File: config.mk
export PLATFORM = sky130hd
export DESIGN_NAME = ipft_fifo
export DESIGN_NICKNAME = d
export VERILOG_FILES = /design/src/rtl/ipft_pkg.sv /design/src/rtl/ipft_fifo.sv
export SDC_FILE = /design/constraint.sdc
export NUM_CORES = 1
export LEC_CHECK = 0
export ABC_CLOCK_PERIOD_IN_PS = 10350
export BUFFER_PORTS_ARGS = -buffer_cell sky130_fd_sc_hd__buf_2
export CORE_UTILIZATION = 30
export DETAILED_ROUTE_END_ITERATION = 8
export SLEW_MARGIN = 10
export SYNTH_ARGS = -nofsm -noshare
export SYNTH_HDL_FRONTEND = slang
export SYNTH_SLANG_ARGS = --single-unit
File: constraint.sdc
create_clock -name clk_i -period 10.35 [get_ports clk_i]
set_input_delay 1.035 -clock clk_i [delete_from_list [all_inputs] [get_ports clk_i]]
set_output_delay 1.035 -clock clk_i [all_outputs]
set_load 0.005 [all_outputs]
File: src/rtl/ipft_pkg.sv
package ipft_pkg;

  localparam int ENTRIES     = 1024;
  localparam int BUCKETS     = 256;
  localparam int HEADER_BITS = 64;

  localparam int IDX_W = $clog2(ENTRIES);
  localparam int BKT_W = $clog2(BUCKETS);
  localparam int LIM_W = (IDX_W + 1 > 11) ? IDX_W + 1 : 11;

  typedef logic [IDX_W:0] ptr_t;
  localparam ptr_t NIL = ptr_t'(ENTRIES);

  localparam logic [31:0] GOLDEN = 32'h9e37_79b9;

  // register indexes of the configuration port
  localparam logic [7:0] CFG_ENTRY_TIMEOUT     = 8'd0;
  localparam logic [7:0] CFG_PRUNE_PERIOD      = 8'd1;
  localparam logic [7:0] CFG_PRUNE_GRACE       = 8'd2;
  localparam logic [7:0] CFG_EMERGENCY_PERIOD  = 8'd3;
  localparam logic [7:0] CFG_ENTRY_LIMIT       = 8'd4;
  localparam logic [7:0] CFG_HASH_SEED         = 8'd5;
  localparam logic [7:0] CFG_EXTERNAL_SAMPLING = 8'd6;

  localparam logic [15:0] RST_ENTRY_TIMEOUT    = 16'd60;
  localparam logic [15:0] RST_PRUNE_PERIOD     = 16'd5;
  localparam logic [15:0] RST_PRUNE_GRACE      = 16'd0;
  localparam logic [15:0] RST_EMERGENCY_PERIOD = 16'd60;
  localparam logic [10:0] RST_ENTRY_LIMIT      = 11'd1024;
  localparam logic [31:0] RST_HASH_SEED        = 32'd140281;

  typedef struct packed {
    logic [15:0] entry_timeout;
    logic [15:0] prune_period;
    logic [15:0] prune_grace;
    logic [15:0] emergency_period;
    logic [10:0] entry_limit;
    logic [31:0] hash_seed;
    logic        external_sampling;
  } cfg_t;

  typedef struct packed {
    logic [31:0]            now_seconds;
    logic [15:0]            frag_id;
    logic [31:0]            source_address;
    logic [31:0]            dest_address;
    logic [7:0]             protocol;
    logic                   is_first;
    logic [15:0]            packet_length;
    logic [HEADER_BITS-1:0] header;
    logic [BKT_W-1:0]       bucket;
  } item_t;

  typedef struct packed {
    logic [15:0]            frag_id;
    logic [7:0]             protocol;
    logic [31:0]            src;
    logic [31:0]            dst;
    logic [31:0]            deadline;
    logic                   has_first;
    logic [31:0]            packets;
    logic [31:0]            bytes;
    logic [HEADER_BITS-1:0] header;
    logic [BKT_W-1:0]       bucket;
  } rec_t;

  function automatic logic [4:0] mix_shift(input logic [3:0] row);
    logic [4:0] s;
    unique case (row)
      4'd0:    s = 5'd13;
      4'd1:    s = 5'd8;
      4'd2:    s = 5'd13;
      4'd3:    s = 5'd12;
      4'd4:    s = 5'd16;
      4'd5:    s = 5'd5;
      4'd6:    s = 5'd3;
      4'd7:    s = 5'd10;
      4'd8:    s = 5'd15;
      default: s = 5'd0;
    endcase
    return s;
  endfunction

endpackage

File: src/rtl/ipft_fifo.sv
module ipft_fifo (
  input  logic            clk_i,
  input  logic            rst_ni,
  input  logic            push_i,
  input  ipft_pkg::item_t push_item_i,
  output logic            full_o,
  output logic            valid_o,
  output ipft_pkg::item_t item_o,
  input  logic            pop_i
);

  ipft_pkg::item_t slot_q [2];
  logic       wp_q, rp_q;
  logic [1:0] cnt_q;

  assign full_o  = (cnt_q == 2'd2);
  assign valid_o = (cnt_q != 2'd0);
  assign item_o  = slot_q[rp_q];

  always_ff @(posedge clk_i or negedge rst_ni) begin
    if (!rst_ni) begin
      wp_q  <= 1'b0;
      rp_q  <= 1'b0;
      cnt_q <= 2'd0;
    end else begin
      if (push_i) wp_q <= ~wp_q;
      if (pop_i) rp_q <= ~rp_q;
      cnt_q <= cnt_q + {1'b0, push_i} - {1'b0, pop_i};
    end
  end

  always_ff @(posedge clk_i) begin
    if (push_i) slot_q[wp_q] <= push_item_i;
  end

endmodule

==> metrics.txt <==
outcome finished clean; core box area 50,400 um2; GRT Residual Overflow 0; Power Density 262 nW/um2; Clock Tree Root clkbuf_16; Post-CTS Setup Inserts 0; clock slew at reported path FFs 0.06 ns; Final Setup Violations 0; final net count 1,335; fillcell total 4,653; Post-Syn Instances 665; antenna violations before repair 5; DRC 0; fin. max-slew vios 0; Worst-Margin Slew 1.01 ns; crit end category output pin; Distinct cells, synth 12; clock sink count 422; Via Count 7,694; cts-stage hold buffer count 0; Reg2Reg Capture Point slot_q[0][131]; Setup WS pre-CTS 6.50 ns; CTS tree built; DR WL/cell 17.6 um; initial cell density of the core 0.305; signal arrival time at the worst endpoint 3.31 ns; area of the multi-input gates 2450 um2; post-route ant nets 0; die footprint 52,100 um2; Final Hold Vio Count 0; R2R setup slack 7.33 ns; Die X 228 um; synthesis warning total 0; Total Wirelength 32.1 mm; first-pass GRT wire length 48.3 mm; register area 12,700 um2; unrepaired setup endpoints after global routing false; HPWL Detailed 21.7 mm; vias in the first global route 8,125; cts repair resizes 0; Synth Area per Inst 23.1 um2; Seq/Total Area, Yosys 0.824; Rel. slew slack 0.328; Worst setup SP type flop; Iter 0 DRT Violations 382; clk_skew 0.00993 ns; final core utilization 0.386; pin count of the biggest net entering global routing 72; Max-cap violations 0; r2r startpoint wp_q; Peak Freq 230 MHz; Setup TNS 0 ns; final period utilization 0.420; drt first pass iters 4; Via-to-Cell Ratio 4.22; area grow syn2layout 26.5%; flops & latches, synth 422; Max rail drop VDD 188 uV; Row Count 82; clk_lat worst skew 0.54 ns; Crit Path Max Fanout 68; H-tree depth 2; # port buffers 423; Boundary Pins 424; class of the worst hold path in -> async; required time worst endpoint 9.32 ns; Leak 0.00718 uW; layout cell share with drive strength beyond 1 0.607; clock buffer count from CTS 44; GR Util All Layers 0.121; Bufs on Longest Clock Path 3; GP Congestion 0.826; die height 228 um; Crit Path Class reg -> out; mapped cell area 15,400 um2; Post-Syn Nets 880; final hold slack 0.292 ns; fin worst setup slack 6.00 ns; worst r2r path cells 3; Final min period 4.35 ns
==> cell type report <==
type / instances / area share
Multi-Input combinational cell: 218 / 0.126
Antenna cell: 3 / 0.000386
Clock buffer: 60 / 0.0609
Tap cell: 672 / 0.0433
Timing Repair Buffer: 432 / 0.112
Sequential cell: 422 / 0.651
Inverter: 2 / 0.000386
Clock inverter: 15 / 0.00483
==> flip-flops by register name (all words and copies together), names as in the netlist <==
| register | count |
|---|---|
| rp_q | 1 |
| cnt_q | 2 |
| wp_q | 1 |
| slot_q | 418 |
==> worst max path at each step <==
stage                start        endpoint  slack [ns]  cells after the start
global route          rp_q     item_o[196]        5.81                      4
CTS                   rp_q     item_o[174]        5.92                      4
detailed placement  push_i  slot_q[0][106]        6.50                      4
floorplan           push_i    slot_q[0][0]        3.43                      1
finish                rp_q     item_o[174]        6.00                      4
global placement    push_i  slot_q[0][102]        6.53                      4
==> report_power, final <==
part / leakage, uW / internal [uW] / switching, uW / total (uW)
combinational: 0.00259 / 647 / 669 / 1320
clock: 0.000621 / 818 / 605 / 1420
sequential: 0.00397 / 2270 / 85.3 / 2360
==> cells by family after synthesis <==
| logic type | count (synthesis) | synth area share |
|---|---|---|
| multiplexers | 209 | 0.153 |
| AND/OR/NAND/NOR | 4 | 0.00163 |
| XOR/XNOR | 3 | 0.00269 |
| buffers and inverters | 25 | 0.0169 |
| adder cells (fa/ha/maj) | 2 | 0.00163 |
| flip-flops | 422 | 0.824 |
==> worst max-delay path, cell delays in order (launching register included) <==
cell and delay, ns:
dfrtp_4 0.62, buf_4 0.76, buf_4 0.67, mux2_2 0.42, buf_2 0.13
==> synth_stat cells <==
| master | instances | area share |
|---|---|---|
| mux2_2 | 209 | 0.15 |
| nor2b_1 | 2 | 0.00081 |
| xor3_1 | 1 | 0.0015 |
| dfrtp_1 | 4 | 0.0065 |
| buf_2 | 1 | 0.00033 |
| buf_6 | 22 | 0.016 |
| xor2_1 | 2 | 0.0011 |
| and2_1 | 1 | 0.00041 |
| edfxtp_1 | 418 | 0.82 |
| ha_1 | 2 | 0.0016 |
| inv_1 | 2 | 0.00049 |
| or2_2 | 1 | 0.00041 |
==> stage by stage <==
stage | power [uW] | instances | area, um2
floorplan | 3270 | 665 | 15400
global placement | 3720 | 1746 | 18100
detailed placement | 3740 | 1746 | 18100
CTS | 5190 | 1821 | 19400
global route | 5340 | 1823 | 19400
finish | 5100 | 1824 | 19400
==> cell usage in the layout (no fill, tap or decap) <==
cell type,count
bufinv_16,1
or2_2,1
buf_4,9
xor2_1,2
clkbuf_1,15
edfxtp_1,418
and2_4,1
nor2b_1,1
clkinv_1,7
dfrtp_1,3
xor3_1,1
clkbuf_16,45
ha_1,2
diode_2,3
inv_1,2
nor2b_4,1
clkinv_2,6
mux2_2,209
buf_2,423
dfrtp_4,1
clkinvlp_4,1
==> routing by layer <==
metal,share of wire,vias to the layer above,global-route usage
met3,0.062,62,0.0343
met4,0.025,4,0.0428
li1,-,3576,-
met1,0.40,3807,0.143
met5,0.00096,-,0
met2,0.51,245,0.210
(Power assumes the default switching activity.)
