**config.mk**
```make
export PLATFORM = sky130hd
export DESIGN_NAME = ipft_front_flat
export DESIGN_NICKNAME = d
export VERILOG_FILES = /design/src/rtl/ipft_pkg.sv /design/src/rtl/ipft_if.sv /design/src/rtl/ipft_front.sv /design/src/flat_wrapper.sv
export SDC_FILE = /design/constraint.sdc
export NUM_CORES = 1
export LEC_CHECK = 0
export BUFFER_PORTS_ARGS = -buffer_cell sky130_fd_sc_hd__clkbuf_2
export CORE_MARGIN = 2
export CORE_UTILIZATION = 30
export DETAILED_ROUTE_END_ITERATION = 6
export PLACE_DENSITY = 0.53
export SETUP_SLACK_MARGIN = 0.5
export SLEW_MARGIN = 20
export SYNTH_ARGS = -nofsm -noshare
export SYNTH_HDL_FRONTEND = slang
export SYNTH_SLANG_ARGS = --single-unit
```
**constraint.sdc**
```tcl
create_clock -name clk_i -period 6.2 [get_ports clk_i]
set_input_delay 0.31 -clock clk_i [delete_from_list [all_inputs] [get_ports clk_i]]
set_output_delay 0.31 -clock clk_i [all_outputs]
set_load 0.03 [all_outputs]
```
**src/rtl/ipft_pkg.sv**
```systemverilog
package ipft_pkg;

  localparam int ENTRIES     = 1024;
  localparam int BUCKETS     = 256;
  localparam int HEADER_BITS = 64;

  localparam int IDX_W = $clog2(ENTRIES);
  localparam int BKT_W = $clog2(BUCKETS);
  localparam int LIM_W = (IDX_W + 1 > 11) ? IDX_W + 1 : 11;

  typedef logic [IDX_W:0] ptr_t;
  localparam ptr_t NIL = ptr_t'(ENTRIES);

  localparam logic [31:0] GOLDEN = 32'h9e37_79b9;

  // register indexes of the configuration port
  localparam logic [7:0] CFG_ENTRY_TIMEOUT     = 8'd0;
  localparam logic [7:0] CFG_PRUNE_PERIOD      = 8'd1;
  localparam logic [7:0] CFG_PRUNE_GRACE       = 8'd2;
  localparam logic [7:0] CFG_EMERGENCY_PERIOD  = 8'd3;
  localparam logic [7:0] CFG_ENTRY_LIMIT       = 8'd4;
  localparam logic [7:0] CFG_HASH_SEED         = 8'd5;
  localparam logic [7:0] CFG_EXTERNAL_SAMPLING = 8'd6;

  localparam logic [15:0] RST_ENTRY_TIMEOUT    = 16'd60;
  localparam logic [15:0] RST_PRUNE_PERIOD     = 16'd5;
  localparam logic [15:0] RST_PRUNE_GRACE      = 16'd0;
  localparam logic [15:0] RST_EMERGENCY_PERIOD = 16'd60;
  localparam logic [10:0] RST_ENTRY_LIMIT      = 11'd1024;
  localparam logic [31:0] RST_HASH_SEED        = 32'd140281;

  typedef struct packed {
    logic [15:0] entry_timeout;
    logic [15:0] prune_period;
    logic [15:0] prune_grace;
    logic [15:0] emergency_period;
    logic [10:0] entry_limit;
    logic [31:0] hash_seed;
    logic        external_sampling;
  } cfg_t;

  typedef struct packed {
    logic [31:0]            now_seconds;
    logic [15:0]            frag_id;
    logic [31:0]            source_address;
    logic [31:0]            dest_address;
    logic [7:0]             protocol;
    logic                   is_first;
    logic [15:0]            packet_length;
    logic [HEADER_BITS-1:0] header;
    logic [BKT_W-1:0]       bucket;
  } item_t;

  typedef struct packed {
    logic [15:0]            frag_id;
    logic [7:0]             protocol;
    logic [31:0]            src;
    logic [31:0]            dst;
    logic [31:0]            deadline;
    logic                   has_first;
    logic [31:0]            packets;
    logic [31:0]            bytes;
    logic [HEADER_BITS-1:0] header;
    logic [BKT_W-1:0]       bucket;
  } rec_t;

  function automatic logic [4:0] mix_shift(input logic [3:0] row);
    logic [4:0] s;
    unique case (row)
      4'd0:    s = 5'd13;
      4'd1:    s = 5'd8;
      4'd2:    s = 5'd13;
      4'd3:    s = 5'd12;
      4'd4:    s = 5'd16;
      4'd5:    s = 5'd5;
      4'd6:    s = 5'd3;
      4'd7:    s = 5'd10;
      4'd8:    s = 5'd15;
      default: s = 5'd0;
    endcase
    return s;
  endfunction

endpackage

```
**src/rtl/ipft_if.sv**
```systemverilog
interface frag_in_if;
  logic        valid;
  logic        ready;
  logic [31:0] now_seconds;
  logic [15:0] frag_id;
  logic [31:0] source_address;
  logic [31:0] dest_address;
  logic [7:0]  protocol;
  logic        is_first;
  logic [15:0] packet_length;
  logic [63:0] transport_header_in;

  modport source (output valid, now_seconds, frag_id, source_address, dest_address, protocol,
                  is_first, packet_length, transport_header_in, input ready);
  modport sink (input valid, now_seconds, frag_id, source_address, dest_address, protocol,
                is_first, packet_length, transport_header_in, output ready);
endinterface


```
**src/rtl/ipft_front.sv**
```systemverilog
module ipft_front (
  input  logic              clk_i,
  input  logic              rst_ni,
  frag_in_if.sink           in_i,
  input  logic [31:0]       seed_i,
  output ipft_pkg::item_t   item_o,
  output logic              item_valid_o,
  input  logic              item_ready_i
);

  localparam logic [1:0] F_IDLE = 2'd0;
  localparam logic [1:0] F_MIX  = 2'd1;
  localparam logic [1:0] F_PUSH = 2'd2;

  logic [1:0]  state_q, state_d;
  logic [3:0]  row_q, row_d;
  logic [1:0]  phase_q, phase_d;
  logic [31:0] a_q, a_d, b_q, b_d, c_q, c_d;
  ipft_pkg::item_t item_q, item_d;
  logic [4:0]  sh;

  assign in_i.ready   = (state_q == F_IDLE);
  assign item_valid_o = (state_q == F_PUSH);

  always_comb begin
    item_o        = item_q;
    item_o.bucket = c_q[ipft_pkg::BKT_W-1:0];
  end

  assign sh = ipft_pkg::mix_shift(row_q);

  always_comb begin
    state_d = state_q;
    row_d   = row_q;
    phase_d = phase_q;
    a_d     = a_q;
    b_d     = b_q;
    c_d     = c_q;
    item_d  = item_q;
    unique case (state_q)
      F_IDLE: begin
        if (in_i.valid) begin
          item_d.now_seconds    = in_i.now_seconds;
          item_d.frag_id        = in_i.frag_id;
          item_d.source_address = in_i.source_address;
          item_d.dest_address   = in_i.dest_address;
          item_d.protocol       = in_i.protocol;
          item_d.is_first       = in_i.is_first;
          item_d.packet_length  = in_i.packet_length;
          item_d.header         = in_i.transport_header_in[ipft_pkg::HEADER_BITS-1:0];
          item_d.bucket         = '0;
          a_d     = {in_i.frag_id, 8'd0, in_i.protocol} + ipft_pkg::GOLDEN;
          b_d     = in_i.source_address + ipft_pkg::GOLDEN;
          c_d     = in_i.dest_address + seed_i;
          row_d   = 4'd0;
          phase_d = 2'd0;
          state_d = F_MIX;
        end
      end
      F_MIX: begin
        // one row of the mix per cycle
        unique case (phase_q)
          2'd0:    a_d = (a_q - b_q - c_q) ^ (c_q >> sh);
          2'd1:    b_d = (b_q - c_q - a_q) ^ (a_q << sh);
          default: c_d = (c_q - a_q - b_q) ^ (b_q >> sh);
        endcase
        phase_d = (phase_q == 2'd2) ? 2'd0 : phase_q + 2'd1;
        row_d   = row_q + 4'd1;
        if (row_q == 4'd8) state_d = F_PUSH;
      end
      F_PUSH: begin
        if (item_ready_i) state_d = F_IDLE;
      end
      default: state_d = F_IDLE;
    endcase
  end

  always_ff @(posedge clk_i or negedge rst_ni) begin
    if (!rst_ni) begin
      state_q <= F_IDLE;
      row_q   <= '0;
      phase_q <= '0;
    end else begin
      state_q <= state_d;
      row_q   <= row_d;
      phase_q <= phase_d;
    end
  end

  always_ff @(posedge clk_i) begin
    a_q    <= a_d;
    b_q    <= b_d;
    c_q    <= c_d;
    item_q <= item_d;
  end

endmodule

```
**src/flat_wrapper.sv**
```systemverilog
// flat-port wrapper written by rule: the top's interface ports become plain ports
module ipft_front_flat 
  (clk_i, rst_ni, seed_i, item_o, item_valid_o, item_ready_i, in_i_valid, in_i_now_seconds, in_i_frag_id, in_i_source_address, in_i_dest_address, in_i_protocol, in_i_is_first, in_i_packet_length, in_i_transport_header_in, in_i_ready);
  frag_in_if in_i_i ();
  input  logic clk_i;
  input  logic rst_ni;
  input  logic [31:0] seed_i;
  output ipft_pkg::item_t item_o;
  output logic item_valid_o;
  input  logic item_ready_i;
  input wire logic [$bits(in_i_i.valid)-1:0] in_i_valid;
  input wire logic [$bits(in_i_i.now_seconds)-1:0] in_i_now_seconds;
  input wire logic [$bits(in_i_i.frag_id)-1:0] in_i_frag_id;
  input wire logic [$bits(in_i_i.source_address)-1:0] in_i_source_address;
  input wire logic [$bits(in_i_i.dest_address)-1:0] in_i_dest_address;
  input wire logic [$bits(in_i_i.protocol)-1:0] in_i_protocol;
  input wire logic [$bits(in_i_i.is_first)-1:0] in_i_is_first;
  input wire logic [$bits(in_i_i.packet_length)-1:0] in_i_packet_length;
  input wire logic [$bits(in_i_i.transport_header_in)-1:0] in_i_transport_header_in;
  output wire logic [$bits(in_i_i.ready)-1:0] in_i_ready;
  assign in_i_i.valid = in_i_valid;
  assign in_i_i.now_seconds = in_i_now_seconds;
  assign in_i_i.frag_id = in_i_frag_id;
  assign in_i_i.source_address = in_i_source_address;
  assign in_i_i.dest_address = in_i_dest_address;
  assign in_i_i.protocol = in_i_protocol;
  assign in_i_i.is_first = in_i_is_first;
  assign in_i_i.packet_length = in_i_packet_length;
  assign in_i_i.transport_header_in = in_i_transport_header_in;
  assign in_i_ready = in_i_i.ready;
  ipft_front u_core (.clk_i(clk_i), .rst_ni(rst_ni), .in_i(in_i_i), .seed_i(seed_i), .item_o(item_o), .item_valid_o(item_valid_o), .item_ready_i(item_ready_i));
endmodule
```
==> impl_metrics.tcl <==
set metrics [dict create \
    synth_edf_count 297 \
    portBuffers 447 \
    tightest_slew_ns 1.10 \
    final-instance-count-excl-fill 4533 \
    fin_util_pct 38.1 \
    arrival_ns 5.70 \
    ys_ff_latch 305 \
    root_buffer "clkbuf_16" \
    slew_violations 0 \
    yosysTopAreaCell "edfxtp_1" \
    dieHeight_um 303 \
    drc_errors 0 \
    antenna_found_initial 0 \
    yosysWarningCount 0 \
    register_area_um2 9120 \
    synth_fp_nets 3213 \
    grt_max_degree 163 \
    netlist.area_leader.share_pct 33.4 \
    cp_slowest_stage_delay_ns 1.00 \
    min_period_over_period_pct 85.9 \
    grtUsageTotal_pct 24.4 \
    cts-resized-gates 0 \
    max_freq_mhz 188 \
    dp_hpwl_mm 88.8 \
    die-area_um2 91500 \
    die_x_um 303 \
    reg2reg_from "u_core.row_q[1]" \
    overflow 0 \
    hold_violations 0 \
    setup-violations-final 0 \
    outcome "complete, no violations" \
    ys_seq_area_share_pct 34.1 \
    fin_worst_skew_ns 0.0255 \
    ios 448 \
    multi_input_area_um2 16400 \
    holdBufCountCts 203 \
    drt-initial-drc-count 2448 \
    vias 24900 \
    clk_pin_slew_ns 0.06 \
    syn_inst 2745 \
    clkLatencyLatePin_ns 0.62 \
    ff2ff_setup_slack_ns 0.87 \
    critPathSlowestCell "a31oi_4" \
    crit_required_ns 6.57 \
    place_area_um2 30100 \
    vias_per_cell 5.49 \
    max-cap-violations 0 \
    grt_pass1_wl_mm 165 \
    firstDrtPassIters 5 \
    drive_gt1_share_pct 19.2 \
    synth_area_um2 26700 \
    initial_core_util_pct 30.3 \
    grt_pass1_vias 24300 \
    cts.sinks 305 \
    wl_mm 114 \
    ant_nets 0 \
    cts_tree "built" \
    wl_met2_mm 52.2 \
    grt_setup_unrepaired "false" \
    synth_area_per_cell_um2 9.74 \
    reg2reg_to "u_core.b_q[28]" \
    stdcell_area_um2 33700 \
    placedCellCount 4251 \
    synth_ff_type "edfxtp_1" \
    synthArstFlopShare_pct 2.62 \
    drt-wirelength-per-cell_um 25.2 \
    fin_crit_ns 5.33 \
    post-cts-setup-buffers 0 \
    reg2reg_depth 11 \
    place.gp.congestion 1.00 \
    cp_cell_sequence "inv_1 > ha_1 > and3b_2 > a31oi_4 > buf_4 > o21ai_0 > a31o_2 > a31oi_2 > mux2i_1 > nor2_1 > a211o_1" \
    fillers 8953 \
    cts_buffers 42 \
    highest_layer "met4" \
    totalNegativeSetupSlack_ns 0 \
    critPathLaunchType "flop" \
    hold_class "input port to async pin" \
    met3_wirelength_mm 9.26 \
    wl_met1_mm 48.4 \
    synth_cell_types 101 \
    end_kind "flop" \
    fp.coreArea_um2 88400 \
    rows 109 \
    cp_max_fo 35 \
    nets 3801 \
    htree_levels 2 \
    area_growth_pct 26.0 \
    ys_top_cells_by_area "edfxtp_1, fa_1, ha_1, xnor2_1, mux2i_1" \
    final_cell_mix "clkbuf_2, edfxtp_1, nand2_1" \
    clock_path_buffers 3 \
    final_common_cell "clkbuf_2" \
    slew_headroom_pct 26.5 \
    critical_path_class "flop to flop" \
]
-- how the worst max path moves through the flow --
stage                            startpoint              end  cells past startpoint
after floorplan           u_core.state_q[0]  u_core.row_q[3]                      6
after global placement      u_core.row_q[1]   u_core.b_q[28]                     11
after detailed placement    u_core.row_q[1]   u_core.b_q[28]                     11
after CTS                   u_core.row_q[1]    u_core.a_q[1]                     11
after global routing        u_core.row_q[1]   u_core.a_q[16]                     12
final                       u_core.row_q[1]   u_core.b_q[28]                     11
-- cell families (layout without fill, tap and decap cells) --
kind of cell / Yosys count / in the layout / synth area share, %
compound gates: 784 / 784 / 19.3
xor+xnor: 252 / 252 / 8.44
fa+ha+maj: 231 / 231 / 13.4
buf+inv: 285 / 907 / 4.74
flops: 305 / 305 / 34.1
mux: 150 / 150 / 6.40
other cells: 0 / 1 / 0
simple gates: 738 / 738 / 13.6
-- per-stage QoR --
step / hold slack, ns / setup slack [ns]
floorplan: 0.0144 / 1.96
global placement: 0.182 / 1.14
detailed placement: 0.188 / 1.04
CTS: 0.0961 / 1.03
global route: 0.141 / 0.663
finish: 0.125 / 0.874
-- critical path: cells and delay by family (launching register included) --
kind,cells,cell delay (ns)
AOI/OAI and AO/OA,5,2.09
DFF,1,0.94
adders and majority gates,1,0.39
and+or+nand+nor,2,0.64
muxes,1,0.27
buffers and inverters,2,0.72
-- cell type report --
class	count	share of cell area [%]
antenna	1	0.00743
clock buffer	52	3.35
clock inverter	26	1.22
inverter	135	1.52
multi-input combinational	2155	48.8
sequential	305	27.1
tap	1165	4.33
timing repair buffer	694	13.7
-- state kept, by name, indices dropped and copies added (netlist names) --
| signal | flops |
|---|---|
| u_core.c_q | 32 |
| u_core.a_q | 32 |
| u_core.state_q | 2 |
| u_core.row_q | 4 |
| u_core.item_o | 201 |
| u_core.b_q | 32 |
| u_core.phase_q | 2 |
-- metal layers --
layer	vias up	global-route usage, %
met1	12200	33.3
li1	11400	-
met4	0	8.77
met3	184	4.31
met5	-	0
met2	1145	38.6
-- cell usage after synthesis (8+ instances only) --
cell type and n:
o21ai_1 15, xnor2_1 174, or3_1 10, nor2b_1 21
a311oi_1 10, fa_1 94, buf_2 52, nor3_1 55
dfrtp_1 8, and2_1 21, buf_1 12, mux4_2 15
a21o_1 59, o21bai_1 16, o22ai_1 10, a211oi_1 47
a221oi_1 8, buf_4 25, a211o_1 17, o211ai_1 35
nor2_1 142, mux2i_1 118, o21a_1 23, clkbuf_1 56
nand3_1 132, ha_1 137, a22oi_1 10, nand2_1 209
a31oi_1 56, o21ai_0 146, xor2_1 73, nor4_1 13
inv_1 134, nand4_1 19, mux2_2 17, a21oi_1 205
a31o_2 8, and3_1 41, nand2b_1 21, edfxtp_1 297
o31ai_1 17
Power is left out: the tool's default activity adds up to more than one toggle a clock period on the data nets, which glitch-free logic cannot reach.
